File: src/sms_pkg.sv
// Package for the SPI master byte shifter: transaction payload types,
// configuration register indexes and shared constants. No dependencies.
`default_nettype none

package sms_pkg;

  localparam int TX_WIDTH          = 8;
  localparam int RX_WIDTH          = 8;
  localparam int DATA_BITS_DEFAULT = 8;
  localparam int HALF_PERIOD_WIDTH = 16;
  localparam int CFG_INDEX_WIDTH   = 1;
  localparam int CFG_DATA_WIDTH    = HALF_PERIOD_WIDTH;

  localparam logic [CFG_INDEX_WIDTH-1:0] REG_CLOCK_PHASE = 1'd0;
  localparam logic [CFG_INDEX_WIDTH-1:0] REG_HALF_PERIOD = 1'd1;

  localparam logic MODE_TICK  = 1'b0;
  localparam logic MODE_START = 1'b1;

  typedef struct packed {
    logic                mode;
    logic [TX_WIDTH-1:0] tx_byte;
    logic                release_select;
    logic                miso_level;
  } in_item_t;

  typedef struct packed {
    logic                sclk_active;
    logic                mosi_level;
    logic                select_asserted;
    logic                busy_res;
    logic [RX_WIDTH-1:0] rx_byte;
    logic                rx_valid;
  } out_item_t;

  typedef struct packed {
    logic clock_phase;
    logic [HALF_PERIOD_WIDTH-1:0] half_period_ticks;
  } cfg_t;

endpackage

`default_nettype wire

File: src/sms_in_stage.sv
// Input register of the SPI master byte shifter.
// Depends on sms_pkg for the input transaction type.
`default_nettype none

module sms_in_stage (
  input  wire logic              clk,
  input  wire logic              rst,
  input  wire logic              in_valid,
  output logic                   in_ready,
  input  wire sms_pkg::in_item_t in_data,
  input  wire logic              step,
  output logic                   held_valid,
  output sms_pkg::in_item_t      held_data
);
  import sms_pkg::*;

  assign in_ready = !held_valid || step;

  always_ff @(posedge clk) begin
    if (rst) begin
      held_valid <= 1'b0;
    end else if (in_ready) begin
      held_valid <= in_valid;
    end
  end

  always_ff @(posedge clk) begin
    if (in_valid && in_ready) begin
      held_data <= in_data;
    end
  end

endmodule

`default_nettype wire

File: src/sms_engine.sv
// Shift engine of the SPI master: configuration registers, transfer state
// and the next-state logic for one transaction. Depends on sms_pkg.
`default_nettype none

module sms_engine #(
  parameter int DATA_BITS = sms_pkg::DATA_BITS_DEFAULT
) (
  input  wire logic                                  clk,
  input  wire logic                                  rst,
  input  wire logic                                  cfg_we,
  input  wire logic [sms_pkg::CFG_INDEX_WIDTH-1:0]   cfg_index,
  input  wire logic [sms_pkg::CFG_DATA_WIDTH-1:0]    cfg_data,
  input  wire logic                                  step,
  input  wire sms_pkg::in_item_t                     item,
  output sms_pkg::out_item_t                         result
);
  import sms_pkg::*;

  localparam int BIT_W = $clog2(DATA_BITS);
  localparam logic [BIT_W-1:0] LAST_BIT = BIT_W'(DATA_BITS - 1);

  cfg_t cfg;

  logic [DATA_BITS-1:0]         send_shift, send_shift_next;
  logic [DATA_BITS-1:0]         receive_shift, receive_shift_next;
  logic [BIT_W-1:0]             bit_number, bit_number_next;
  logic                         half_phase, half_phase_next;
  logic [HALF_PERIOD_WIDTH-1:0] tick_divider, tick_divider_next;
  logic                         active_flag, active_flag_next;
  logic                         select_flag, select_flag_next;
  logic                         release_pending, release_pending_next;
  logic                         clock_level, clock_level_next;
  logic                         mosi_register, mosi_register_next;

  logic [HALF_PERIOD_WIDTH-1:0] limit;
  logic [HALF_PERIOD_WIDTH-1:0] div_inc;
  logic [DATA_BITS-1:0]         rx_shifted;
  logic [DATA_BITS-1:0]         tx_shifted;
  logic                         done;

  always_ff @(posedge clk) begin
    if (rst) begin
      cfg.clock_phase       <= 1'b0;
      cfg.half_period_ticks <= HALF_PERIOD_WIDTH'(1);
    end else if (cfg_we) begin
      unique case (cfg_index)
        REG_CLOCK_PHASE: cfg.clock_phase       <= cfg_data[0];
        REG_HALF_PERIOD: cfg.half_period_ticks <= cfg_data;
        default: ;
      endcase
    end
  end

  always_comb begin
    limit      = (cfg.half_period_ticks == '0) ? HALF_PERIOD_WIDTH'(1)
                                                : cfg.half_period_ticks;
    div_inc    = tick_divider + HALF_PERIOD_WIDTH'(1);
    rx_shifted = {receive_shift[DATA_BITS-2:0], item.miso_level};
    tx_shifted = {send_shift[DATA_BITS-2:0], 1'b0};

    send_shift_next      = send_shift;
    receive_shift_next   = receive_shift;
    bit_number_next      = bit_number;
    half_phase_next      = half_phase;
    tick_divider_next    = tick_divider;
    active_flag_next     = active_flag;
    select_flag_next     = select_flag;
    release_pending_next = release_pending;
    clock_level_next     = clock_level;
    mosi_register_next   = mosi_register;
    done                 = 1'b0;

    if (item.mode == MODE_START) begin
      if (!active_flag) begin
        send_shift_next      = DATA_BITS'(item.tx_byte);
        receive_shift_next   = '0;
        bit_number_next      = '0;
        half_phase_next      = 1'b0;
        tick_divider_next    = '0;
        active_flag_next     = 1'b1;
        select_flag_next     = 1'b1;
        release_pending_next = item.release_select;
        clock_level_next     = 1'b0;
        if (!cfg.clock_phase) begin
          mosi_register_next = send_shift_next[DATA_BITS-1];
        end
      end
    end else if (active_flag) begin
      tick_divider_next = div_inc;
      if (div_inc >= limit) begin
        tick_divider_next = '0;
        if (!half_phase) begin
          clock_level_next = 1'b1;
          half_phase_next  = 1'b1;
          if (!cfg.clock_phase) begin
            receive_shift_next = rx_shifted;
          end else begin
            mosi_register_next = send_shift[DATA_BITS-1];
          end
        end else begin
          clock_level_next = 1'b0;
          half_phase_next  = 1'b0;
          send_shift_next  = tx_shifted;
          if (cfg.clock_phase) begin
            receive_shift_next = rx_shifted;
          end
          if (bit_number == LAST_BIT) begin
            bit_number_next      = '0;
            active_flag_next     = 1'b0;
            done                 = 1'b1;
            release_pending_next = 1'b0;
            if (release_pending) begin
              select_flag_next = 1'b0;
            end
          end else begin
            bit_number_next = bit_number + BIT_W'(1);
            if (!cfg.clock_phase) begin
              mosi_register_next = tx_shifted[DATA_BITS-1];
            end
          end
        end
      end
    end

    result.sclk_active     = clock_level_next;
    result.mosi_level      = mosi_register_next;
    result.select_asserted = select_flag_next;
    result.busy_res        = active_flag_next;
    result.rx_byte         = done ? RX_WIDTH'(receive_shift_next) : '0;
    result.rx_valid        = done;
  end

  always_ff @(posedge clk) begin
    if (rst) begin
      send_shift      <= '0;
      receive_shift   <= '0;
      bit_number      <= '0;
      half_phase      <= 1'b0;
      tick_divider    <= '0;
      active_flag     <= 1'b0;
      select_flag     <= 1'b0;
      release_pending <= 1'b0;
      clock_level     <= 1'b0;
      mosi_register   <= 1'b0;
    end else if (step) begin
      send_shift      <= send_shift_next;
      receive_shift   <= receive_shift_next;
      bit_number      <= bit_number_next;
      half_phase      <= half_phase_next;
      tick_divider    <= tick_divider_next;
      active_flag     <= active_flag_next;
      select_flag     <= select_flag_next;
      release_pending <= release_pending_next;
      clock_level     <= clock_level_next;
      mosi_register   <= mosi_register_next;
    end
  end

endmodule

`default_nettype wire

File: src/sms_out_stage.sv
// Result register of the SPI master byte shifter.
// Depends on sms_pkg for the result transaction type.
`default_nettype none

module sms_out_stage (
  input  wire logic               clk,
  input  wire logic               rst,
  input  wire logic               step,
  input  wire sms_pkg::out_item_t result,
  output logic                    out_valid,
  input  wire logic               out_ready,
  output sms_pkg::out_item_t      res_data
);
  import sms_pkg::*;

  always_ff @(posedge clk) begin
    if (rst) begin
      out_valid <= 1'b0;
    end else if (step) begin
      out_valid <= 1'b1;
    end else if (out_ready) begin
      out_valid <= 1'b0;
    end
  end

  always_ff @(posedge clk) begin
    if (step) begin
      res_data <= result;
    end
  end

endmodule

`default_nettype wire

File: src/spi_master_byte_shifter.sv
// Top level of the SPI master byte shifter: input register, shift engine
// and result register. Depends on sms_pkg, sms_in_stage, sms_engine, sms_out_stage.
//
//   Channel   Direction  Signals                         Moves
//   in        input      in_valid, in_ready, in_data     tick or start transaction
//   out       output     out_valid, out_ready, res_data  one result per transaction
//   cfg       input      cfg_we, cfg_index, cfg_data     register write
//
// A transaction accepted into the input register goes through the engine into the
// result register when that register is free, and out_valid rises then.
// One transaction is accepted every cycle while results are taken.
// Reset is synchronous and clears the transfer state and both valid flags.
// A stalled result holds the input register, and in_ready falls only then.
`default_nettype none

module spi_master_byte_shifter #(
  parameter int DATA_BITS = sms_pkg::DATA_BITS_DEFAULT
) (
  input  wire logic                                clk,
  input  wire logic                                rst,
  input  wire logic                                in_valid,
  output logic                                     in_ready,
  input  wire sms_pkg::in_item_t                   in_data,
  output logic                                     out_valid,
  input  wire logic                                out_ready,
  output sms_pkg::out_item_t                       res_data,
  input  wire logic                                cfg_we,
  input  wire logic [sms_pkg::CFG_INDEX_WIDTH-1:0] cfg_index,
  input  wire logic [sms_pkg::CFG_DATA_WIDTH-1:0]  cfg_data
);
  import sms_pkg::*;

  logic      held_valid;
  in_item_t  held_data;
  out_item_t result;
  logic      step;

  assign step = held_valid && (!out_valid || out_ready);

  sms_in_stage u_in_stage (
    .clk        (clk),
    .rst        (rst),
    .in_valid   (in_valid),
    .in_ready   (in_ready),
    .in_data    (in_data),
    .step       (step),
    .held_valid (held_valid),
    .held_data  (held_data)
  );

  sms_engine #(
    .DATA_BITS (DATA_BITS)
  ) u_engine (
    .clk       (clk),
    .rst       (rst),
    .cfg_we    (cfg_we),
    .cfg_index (cfg_index),
    .cfg_data  (cfg_data),
    .step      (step),
    .item      (held_data),
    .result    (result)
  );

  sms_out_stage u_out_stage (
    .clk       (clk),
    .rst       (rst),
    .step      (step),
    .result    (result),
    .out_valid (out_valid),
    .out_ready (out_ready),
    .res_data  (res_data)
  );

  a_ready_only_on_stall: assert property (@(posedge clk) disable iff (rst)
    !in_ready |-> (out_valid && !out_ready))
    else $error("Input stalled while the result register could drain.");

  a_done_ends_transfer: assert property (@(posedge clk) disable iff (rst)
    (out_valid && res_data.rx_valid) |-> !res_data.busy_res)
    else $error("Completed word reported while still busy.");

  a_rx_zero_when_not_done: assert property (@(posedge clk) disable iff (rst)
    (out_valid && !res_data.rx_valid) |-> (res_data.rx_byte == '0))
    else $error("Received byte not zero outside completion.");

  a_busy_has_select: assert property (@(posedge clk) disable iff (rst)
    (out_valid && res_data.busy_res) |-> res_data.select_asserted)
    else $error("Transfer in progress without chip select.");

endmodule

`default_nettype wire
File: config.mk
export PLATFORM = sky130hd
export DESIGN_NAME = spi_master_byte_shifter
export DESIGN_NICKNAME = d
export VERILOG_FILES = /design/src/sms_pkg.sv /design/src/sms_in_stage.sv /design/src/sms_engine.sv /design/src/sms_out_stage.sv /design/src/spi_master_byte_shifter.sv
export SDC_FILE = /design/constraint.sdc
export NUM_CORES = 1
export LEC_CHECK = 0
export BUFFER_PORTS_ARGS = -buffer_cell sky130_fd_sc_hd__buf_2
export CAP_MARGIN = 0
export CORE_MARGIN = 4
export CORE_UTILIZATION = 59
export CTS_CLUSTER_DIAMETER = 150
export DETAILED_ROUTE_END_ITERATION = 6
export HOLD_SLACK_MARGIN = 0.06
export PLACE_DENSITY = 0.8
export SYNTH_ARGS = -nofsm -noshare
export SYNTH_HDL_FRONTEND = slang
export SYNTH_SLANG_ARGS = --single-unit
File: constraint.sdc
create_clock -name clk -period 3.79 [get_ports clk]
set_input_delay 0.5685 -clock clk [delete_from_list [all_inputs] [get_ports clk]]
set_output_delay 0.5685 -clock clk [all_outputs]
set_load 0.01 [all_outputs]
==> results of run 1 <==
## area by class of cell
class / count / area [um2] / area share, %
clock buffers: 9 / 123.9 / 2.547
clock inverters: 7 / 80.08 / 1.647
inverters: 23 / 86.33 / 1.775
multi-input cells: 331 / 2222 / 45.69
flip-flops and latches: 84 / 1923 / 39.54
well taps: 96 / 120.1 / 2.470
repair buffers: 55 / 307.8 / 6.329
## kinds of logic after synthesis
group / after synthesis / share of synthesized area [%]
DFF: 84 / 44.52
adders and majority gates: 20 / 5.797
muxes: 12 / 2.841
buffers and inverters: 44 / 4.725
AOI/OAI and AO/OA: 113 / 19.91
and+or+nand+nor: 173 / 19.57
xor gates and xnor gates: 13 / 2.638
## synth_stat cells (2+ instances only)
cell type / n / area [um2]
nand2_1: 70 / 262.8
dfxtp_1: 60 / 1201
a21oi_1: 38 / 190.2
nor2_1: 27 / 101.4
edfxtp_1: 24 / 720.7
inv_1: 21 / 78.83
ha_1: 20 / 250.2
nand3_1: 19 / 95.09
clkbuf_1: 13 / 48.80
o21ai_0: 11 / 55.05
mux2i_1: 10 / 100.1
xnor2_1: 10 / 87.58
a32o_1: 9 / 90.09
nor3_1: 8 / 40.04
a211oi_2: 7 / 87.58
and3_1: 7 / 43.79
and2_1: 6 / 37.54
nand2b_1: 6 / 37.54
nor4_1: 6 / 37.54
a21o_1: 5 / 37.54
a31oi_1: 5 / 31.28
nand4_1: 5 / 31.28
o211ai_1: 4 / 30.03
o2bb2ai_1: 4 / 35.03
a211oi_1: 3 / 22.52
a41o_1: 3 / 30.03
buf_2: 3 / 15.01
nor2_2: 3 / 18.77
o21ai_1: 3 / 15.01
o31ai_1: 3 / 22.52
xor2_1: 3 / 26.28
a311oi_1: 2 / 17.52
a31o_1: 2 / 17.52
and4_1: 2 / 17.52
buf_6: 2 / 22.52
clkinv_1: 2 / 7.510
mux2_2: 2 / 22.52
nand3_2: 2 / 20.02
nor2b_1: 2 / 12.51
nor3b_1: 2 / 15.01
o22ai_1: 2 / 12.51
or4_1: 2 / 15.01
## where the power goes
group          total [W]  switching, W  internal (W)
sequential      0.000971     0.0000189      0.000952
combinational   0.000214      0.000133     0.0000811
clock           0.000667      0.000352      0.000315
total            0.00185      0.000504       0.00135
## path summary, 6_finish.rpt
check                                        startpoint                             endpoint  slack (ns)  depth (start not counted)
hold / removal                               in_data[6]    u_in_stage.held_data[6]$_DFFE_PP_        0.37                          1
hold reg to reg           u_engine.cfg[15]$_SDFFE_PP0P_        u_engine.cfg[15]$_SDFFE_PP0P_        0.48                          2
setup reg to reg  u_engine.tick_divider[0]$_SDFFE_PP0P_  u_engine.bit_number[1]$_SDFFE_PP0P_        0.19                         13
setup / recovery  u_engine.tick_divider[0]$_SDFFE_PP0P_  u_engine.bit_number[1]$_SDFFE_PP0P_        0.19                         13
## metrics by stage
stage	area (um2)	total power (W)	setup WS (ns)	util, %
floorplan	4317	0.001135	0.5143	-
global placement	4627	0.001189	0.2979	66.63
detailed placement	4627	0.001196	0.1499	66.63
CTS	4831	0.001854	0.1236	69.57
global route	4863	0.001929	0.008552	70.04
finish	4863	0.001852	0.1874	70.04
## critical path, delay by kind of cell, from the launching register on
family          cells  cell delay [ns]
simple gates        7             1.59
fa+ha+maj           2             0.56
compound gates      2             0.53
flops               1             0.40
xor+xnor            1             0.23
buf+inv             1             0.17
## sequential cells by signal, summed over array words and instances (netlist names)
register / count
u_engine.half_phase: 1
u_engine.receive_shift: 8
u_engine.release_pending: 1
u_in_stage.held_valid: 1
u_engine.active_flag: 1
u_out_stage.out_valid: 1
u_engine.clock_level: 1
u_engine.cfg: 17
u_engine.select_flag: 1
u_engine.bit_number: 3
u_engine.send_shift: 8
u_engine.tick_divider: 16
u_engine.mosi_register: 1
u_in_stage.held_data: 11
u_out_stage.res_data: 13
## timing repair
action                                  4_1_cts  5_1_grt
hold buffers                                  0        0
endpoints found under the setup margin        0       21
resized for setup                             0        6
## layer usage
metal	vias up	routed length [um]	track usage, %
li1	1757	-	-
met1	1685	4266	31.62
met2	136	4416	35.32
met3	21	688	4.907
met4	0	141	8.063
met5	-	0	0
==> impl_metrics.toml, run 1 <==
[sta]
period_share_pct = 95.06
grt_setup_unrepaired = "no"
fin_skew_ns = 0.01027
setup_tns_ns = 0
setup_viol = 0
finalHoldViolCount = 0
slew_viol_final = 0
relSlewSlack_pct = 35.93
worstMarginPinSlew_ns = 0.9600
fmax_ghz = 0.2776
fin_crit_ns = 3.603
holdWs_ns = 0.3687

[worst_setup_path]
arrival_ns = 3.87
cp-end-kind = "flip-flop"
path_cells = "ha_1 > and3_2 > nand3_1 > nor2_1 > xor2_1 > ha_1 > nand4_1 > nor3_1 > or4_4 > o31a_1 > buf_12 > and3_1 > a31o_1"
crit_slowest_cell = "or4_4"
crit_type = "flip-flop to flip-flop"
critPathMaxFanout = 18
slowest_delay_ns = 0.55
crit_path_frequent_cell = "ha_1"
required_ns = 4.05
worstSetupStartpointType = "flip-flop"

[routing]
via_per_inst = 5.949
ant_nets = 0
drc = 0
firstDrtPassIters = 5
wl_per_cell_um = 15.72
drt_iter0_drc = 401
wirelength_um = 9513
vias = 3599

[placement]
place_hpwl_um = 6671
dpl.cell_count = 589
routabilityCongestion = 0.8848
port_buffers = 47

[flow_run]
max_cap_violations = 0

[pwr]
p_leak_nw = 1.859
p_per_area_nw_per_um2 = 380.7
ir_worst_vdd_mv = 0.3078

[clock_tree]
clk_pin_slew_ns = 0.09
clock_latency_ns = 0.37
cts_root_buf = "clkbuf_8"
cts_buffer_depth = 2
cts_tree = "yes"
cts_setup_buffers = 0
h-tree-depth = 3
clock_sinks = 84
numCtsBuffers = 9

[layout]
post_route_cells_drive_above_1_share_pct = 19.45
diodes = 0
synthToLayoutAreaGrowth_pct = 12.67
nets = 557
final_common_cell = "nand2_1"
fill_cells = 524
stdcell_count = 605
final_cell_mix = "nand2_1 (70), dfxtp_1 (59), buf_2 (47), a21oi_1 (38), nor2_1 (27)"

[grt]
grt_pass1_vias = 3441
grt_first_pass_wirelength_um = 15900
track_usage_pct = 22.85
grt_max_degree = 39
overflow = 0
antenna_found_initial = 0

[yosys]
postSynth.asyncResetShare_pct = 0
yosysSeqAreaShare_pct = 44.52
syn_nets = 512
synth-edff-count = 24
syn-cell-area_um2 = 4317
postSynthAreaPerCell_um2 = 9.404
synth.distinct_cells = 63
synth_seq_cells = 84
yosysWarningCount = 0
synth_top_flop_cell = "dfxtp_1"
syn_inst = 459

[floorplanning]
row_count = 30
dieArea_um2 = 8749
die_h_um = 93.54
coreArea_um2 = 6944
die_x_um = 93.54
start_util_pct = 62.16
io_pins = 48

[worst_hold_path]
holdCritPathClass = "input port to flip-flop"

[status]
status = "finished, final reports clean"
(Power assumes the default switching activity.)
==> run 2: changes to the inputs <==
--- a/config.mk
+++ b/config.mk
@@ -12,7 +12,7 @@
 export CTS_CLUSTER_DIAMETER = 150
 export DETAILED_ROUTE_END_ITERATION = 6
 export HOLD_SLACK_MARGIN = 0.06
-export PLACE_DENSITY = 0.8
+export PLACE_DENSITY = 0.85
 export SYNTH_ARGS = -nofsm -noshare
 export SYNTH_HDL_FRONTEND = slang
 export SYNTH_SLANG_ARGS = --single-unit
==> run 2 against run 1 <==
  * Non-clock buffer count grew 3
  * Hold slack improved by 0.0067 ns
  * Sequential share of layout area decreased by 0.24 points
  * Cell count grew 0.50%
  * First-iteration DRC count down 4.5%
  * Utilization up 0.56 points
  * Combinational power is essentially flat
  * Die area unchanged
  * Critical path depth is the same
  * Total power increased by 1.7%
  * Critical path type unchanged
  * Largest cell class unchanged
  * Highest routed layer unchanged
==> impl_metrics.toml, run 2 (synthesis results as in run 1) <==
[sta]
slew_viol_final = 0
fin_crit_ns = 3.590
relSlewSlack_pct = 38.93
fmax_ghz = 0.2786
setup_viol = 0
setup_tns_ns = 0
period_share_pct = 94.72
setup_slack_ns = 0.2001
finalHoldViolCount = 0
worstMarginPinSlew_ns = 0.9151
fin_skew_ns = 0.01647

[layout]
largest_register = "u_engine.cfg"
diodes = 0
nets = 560
multi_input_area_um2 = 2231
largest_registers = "u_engine.cfg: 17 flops, u_engine.tick_divider: 16 flops, u_out_stage.res_data: 13 flops"
synthToLayoutAreaGrowth_pct = 13.57
largest_reg_flops = 17
seq_area_um2 = 1927
fill_cells = 501
post_route_cells_drive_above_1_share_pct = 20.51
final_cell_mix = "nand2_1 (70), dfxtp_1 (56), buf_2 (47), a21oi_1 (38), nor2_1 (27)"
final_common_cell = "nand2_1"

[pwr]
p_leak_nw = 1.880
p_per_area_nw_per_um2 = 384.2
ir_worst_vdd_mv = 0.2485

[routing]
drt_iter0_drc = 383
wl_per_cell_um = 16.05
vias = 3699
ant_nets = 0
via_per_inst = 6.084
drc = 0
wirelength_um = 9761
firstDrtPassIters = 7

[floorplanning]
row_count = 30
start_util_pct = 62.16
coreArea_um2 = 6944
io_pins = 48
dieArea_um2 = 8749
die_x_um = 93.54
die_h_um = 93.54

[clock_tree]
clock_latency_ns = 0.36
cts_root_buf = "clkbuf_8"
cts_buffer_depth = 2
numCtsBuffers = 9
clock_sinks = 84
h-tree-depth = 3
clk_pin_slew_ns = 0.09
cts_tree = "yes"

[worst_setup_path]
required_ns = 4.00
reg2reg_depth = 13
regToRegSetupSlack_ns = 0.20
arrival_ns = 3.80
worstSetupStartpointType = "flip-flop"
crit_type = "flip-flop to flip-flop"
critPathMaxFanout = 6
r2r-start = "u_engine.tick_divider[2]$_SDFFE_PP0P_"
crit_slowest_cell = "or3_4"
critPathBufInv = 1
path_cells = "and3_1 > and4_4 > nand3_2 > or2_1 > xnor2_1 > ha_1 > nand4_1 > or3_4 > o32ai_4 > o31a_1 > buf_4 > mux2i_1 > nor2_1"
cp-end-kind = "flip-flop"
slowest_delay_ns = 0.45
crit_family = "simple AND/OR/NAND/NOR gates"
rr_endpoint = "u_engine.bit_number[0]$_SDFFE_PP0P_"

[placement]
port_buffers = 47
place_hpwl_um = 6744
routabilityCongestion = 0.8903
pre_cts_ws_ns = 0.01999

[worst_hold_path]
min_from = "in_data[6]"
min_to = "u_in_stage.held_data[6]$_DFFE_PP_"
holdCritPathClass = "input port to flip-flop"
hold_depth = 1

[grt]
grt_max_degree = 39
overflow = 0
grt_pass1_vias = 3585
antenna_found_initial = 0
track_usage_pct = 22.75
grt_first_pass_wirelength_um = 15970

[flow_run]
max_cap_violations = 0

[status]
status = "finished, final reports clean"
run 2: changes by cell type in the layout (fill, tap and decap cells not counted), sizes merged:
cell	previous run	this run
buf	55	58
inv	25	22
clkbuf	9	11
bufinv	1	2
clkinv	3	4
clkinvlp	1	0
run 2: how the worst max path moves through the flow:
stage                                          start                                   to  slack [ns]  cells after the start
2_1_floorplan  u_engine.tick_divider[2]$_SDFFE_PP0P_   u_out_stage.res_data[10]$_DFFE_PP_        0.51                     14
3_3_place_gp   u_engine.tick_divider[2]$_SDFFE_PP0P_   u_out_stage.res_data[10]$_DFFE_PP_        0.17                     13
3_5_place_dp   u_engine.tick_divider[2]$_SDFFE_PP0P_   u_out_stage.res_data[10]$_DFFE_PP_        0.02                     13
4_1_cts        u_engine.tick_divider[2]$_SDFFE_PP0P_   u_out_stage.res_data[10]$_DFFE_PP_        0.03                     13
5_1_grt        u_engine.tick_divider[2]$_SDFFE_PP0P_  u_engine.send_shift[2]$_SDFFE_PP0P_       -0.04                     13
6_report       u_engine.tick_divider[2]$_SDFFE_PP0P_  u_engine.bit_number[0]$_SDFFE_PP0P_        0.20                     13
run 2: timing repair:
| item | in CTS | in global routing |
|---|---|---|
| cloned | 0 | 0 |
| pin swaps | 0 | 3 |
| endpoints found under the setup margin | 1 | 36 |
| endpoints found under the hold margin | 0 | 0 |
| gates resized for setup | 1 | 12 |
| hold buffers | 0 | 0 |
| setup buffers | 0 | 5 |
run 2: power by group:
| part | leakage (nW) | switching [W] | total (W) | internal [W] |
|---|---|---|---|---|
| logic | 1.05 | 0.000134 | 0.000215 | 0.0000806 |
| clock network | 0.109 | 0.000321 | 0.000697 | 0.000376 |
| registers | 0.717 | 0.0000192 | 0.000971 | 0.000952 |
run 2: through the flow:
step	util [%]	std cells	cell area, um2	hold slack [ns]	total power (W)
floorplan	-	459	4317	0.4428	0.001135
detailed placement	66.23	587	4599	0.4674	0.001193
CTS	69.37	603	4817	0.3714	0.001875
global route	70.59	608	4902	0.3705	0.001951
finish	70.59	608	4902	0.3754	0.001883
global placement	66.23	587	4599	0.4614	0.001185
run 2: layout make-up:
class	count	area share, %
timing repair buffer	58	6.559
clock inverter	5	1.736
inverter	23	1.761
sequential	84	39.31
multi-input combinational	331	45.51
tap	96	2.450
clock buffer	11	2.680
run 2: routing by layer:
layer | GRT usage, % | vias to the layer above | share of wire, %
met4 | 11.31 | 0 | 2.6
li1 | - | 1767 | -
met3 | 3.620 | 33 | 7.4
met2 | 36.45 | 170 | 47
met1 | 29.81 | 1729 | 42
met5 | 0 | - | 0
==> run 3: changes to the inputs <==
--- a/config.mk
+++ b/config.mk
@@ -12,7 +12,9 @@
 export CTS_CLUSTER_DIAMETER = 150
 export DETAILED_ROUTE_END_ITERATION = 6
 export HOLD_SLACK_MARGIN = 0.06
+export MAX_ROUTING_LAYER = met4
 export PLACE_DENSITY = 0.85
+export SLEW_MARGIN = 20
 export SYNTH_ARGS = -nofsm -noshare
 export SYNTH_HDL_FRONTEND = slang
 export SYNTH_SLANG_ARGS = --single-unit
==> run 3 against run 2 <==
  * Cell count fell by 0.49%
  * Total power barely moved
  * Fmax rose by 0.15%
  * Combinational power barely moved
  * Utilization fell by 0.36 points
  * Clock-buffer cell count did not move
  * Flip-flop and latch count did not move
  * Critical endpoint is now u_out_stage.res_data[10]$_DFFE_PP_
  * Clock power barely moved
  * Clock skew rose by 0.0016 ns
  * Worst setup slack improved by 0.0053 ns
  * Sequential share of layout area rose by 0.15 points
==> impl_metrics.toml, run 3 (synthesis results as in run 1) <==
[grt]
grt_max_degree = 39
track_usage_pct = 23.37
antenna_found_initial = 0
grt_pass1_vias = 3581
overflow = 0
grt_first_pass_wirelength_um = 15950

[worst_setup_path]
critPathMaxFanout = 18
regToRegSetupSlack_ns = 0.21
crit_family = "simple AND/OR/NAND/NOR gates"
arrival_ns = 3.70
crit_type = "flip-flop to flip-flop"
slowest_delay_ns = 0.45
worst-path-stages = 13
rr_endpoint = "u_out_stage.res_data[10]$_DFFE_PP_"
path_cells = "and4_1 > and2_1 > nand3_2 > or2_1 > xnor2_1 > ha_1 > nand4_1 > or3_4 > o32a_2 > nand2_8 > nand3_4 > inv_1 > a21oi_1"
worstSetupEndpoint = "u_out_stage.res_data[10]$_DFFE_PP_"
required_ns = 3.91
worstSetupStartpointType = "flip-flop"
crit_slowest_cell = "dfxtp_1"
critPathBufInv = 1
reg2reg_depth = 13
r2r-start = "u_engine.tick_divider[7]$_SDFFE_PP0P_"
startpoint = "u_engine.tick_divider[7]$_SDFFE_PP0P_"
cp-end-kind = "flip-flop"

[sta]
relSlewSlack_pct = 39.23
fin_skew_ns = 0.01808
period_share_pct = 94.58
fin_crit_ns = 3.585
slew_viol_final = 0
setup_slack_ns = 0.2055
worstMarginPinSlew_ns = 0.9106
finalHoldViolCount = 0
fmax_ghz = 0.2790
setup_viol = 0

[clock_tree]
clk_pin_slew_ns = 0.09
numCtsBuffers = 9
cts_root_buf = "clkbuf_8"
postCtsHoldBufs = 0
h-tree-depth = 3
clock_sinks = 84
cts_buffer_depth = 2
clock_latency_ns = 0.37
cts_tree = "yes"

[placement]
routabilityCongestion = 0.9052
dpl.cell_count = 587
place_area_um2 = 4599
pre_cts_ws_ns = 0.01999
place_hpwl_um = 6744
port_buffers = 47

[routing]
wirelength_um = 9647
wl_met1_um = 4088
firstDrtPassIters = 7
wl_per_cell_um = 15.95
vias = 3670
via_per_inst = 6.066
drt_iter0_drc = 366
wl_met2_um = 4577
drc = 0
wl_met3_um = 706
ant_nets = 0
dr.max_layer_used = "met4"

[pwr]
p_leak_nw = 1.864
p_total_w = 0.001885
ir_worst_vdd_mv = 0.2484
p_per_area_nw_per_um2 = 386.4

[layout]
final_common_cell = "nand2_1"
diodes = 0
final_area_um2 = 4877
synthToLayoutAreaGrowth_pct = 12.99
largest_registers = "u_engine.cfg: 17 flops, u_engine.tick_divider: 16 flops, u_out_stage.res_data: 13 flops"
post_route_cells_drive_above_1_share_pct = 19.65
nets = 557
stdcell_count = 605
final_cell_mix = "nand2_1 (70), dfxtp_1 (58), buf_2 (47), a21oi_1 (38), nor2_1 (27)"
largest_reg_flops = 17
largest_register = "u_engine.cfg"

[status]
status = "finished, final reports clean"

[worst_hold_path]
holdCritPathClass = "input port to flip-flop"

[flow_run]
max_cap_violations = 0

[floorplanning]
die_h_um = 93.54
coreArea_um2 = 6944
start_util_pct = 62.16
dieArea_um2 = 8749
die_x_um = 93.54
row_count = 30
io_pins = 48
[run 3: timing repair]
item	4_1_cts	5_1_grt
endpoints found under the setup margin	1	36
gates cloned	0	0
resized for setup	1	10
setup buffers	0	2
hold endpoints to repair	0	0
pin swaps	0	2
[run 3: power by group]
group | switching, W | internal, W | leakage [nW]
clock network | 0.000322 | 0.000376 | 0.109
logic | 0.000133 | 0.0000811 | 1.04
registers | 0.0000193 | 0.000952 | 0.716
total | 0.000475 | 0.00141 | 1.86
[run 3: stage by stage]
step	util, %	setup TNS (ns)	hold slack, ns
floorplan	-	0	0.4428
global placement	66.23	0	0.4614
detailed placement	66.23	0	0.4674
CTS	69.37	0	0.3714
global route	70.23	-0.02810	0.3632
finish	70.23	0	0.3763
[run 3: routing by layer]
metal	up-vias	GRT usage, %
li1	1759	-
met1	1707	29.96
met2	168	36.27
met3	36	3.620
met4	0	11.31
met5	-	-
[run 3: worst register-to-register path: cells and delay by family (launching register included)]
kind,cells,cell delay [ns]
adders and majority gates,1,0.32
and+or+nand+nor,8,1.77
buffers and inverters,1,0.15
xor gates and xnor gates,1,0.16
AOI/OAI and AO/OA,2,0.48
DFF,1,0.45
[run 3: how the worst min path moves through the flow]
stage | cells after the start | from | slack (ns) | end
6_report | 1 | in_data[6] | 0.38 | u_in_stage.held_data[6]$_DFFE_PP_
5_1_grt | 1 | in_data[7] | 0.36 | u_in_stage.held_data[7]$_DFFE_PP_
4_1_cts | 1 | in_data[5] | 0.37 | u_in_stage.held_data[5]$_DFFE_PP_
3_5_place_dp | 2 | u_engine.cfg[5]$_SDFFE_PP0P_ | 0.47 | u_engine.cfg[5]$_SDFFE_PP0P_
3_3_place_gp | 2 | u_engine.cfg[12]$_SDFFE_PP0P_ | 0.46 | u_engine.cfg[12]$_SDFFE_PP0P_
2_1_floorplan | 2 | u_engine.cfg[0]$_SDFFE_PP1P_ | 0.44 | u_engine.cfg[0]$_SDFFE_PP1P_
[run 3: area by class of cell]
cell class / count / area (um2)
clock inverter: 5 / 85.08
tap: 96 / 120.1
multi-input combinational: 331 / 2231
inverter: 23 / 86.33
fill: 504 / 2067
clock buffer: 11 / 131.4
timing repair buffer: 55 / 299.0
sequential: 84 / 1924
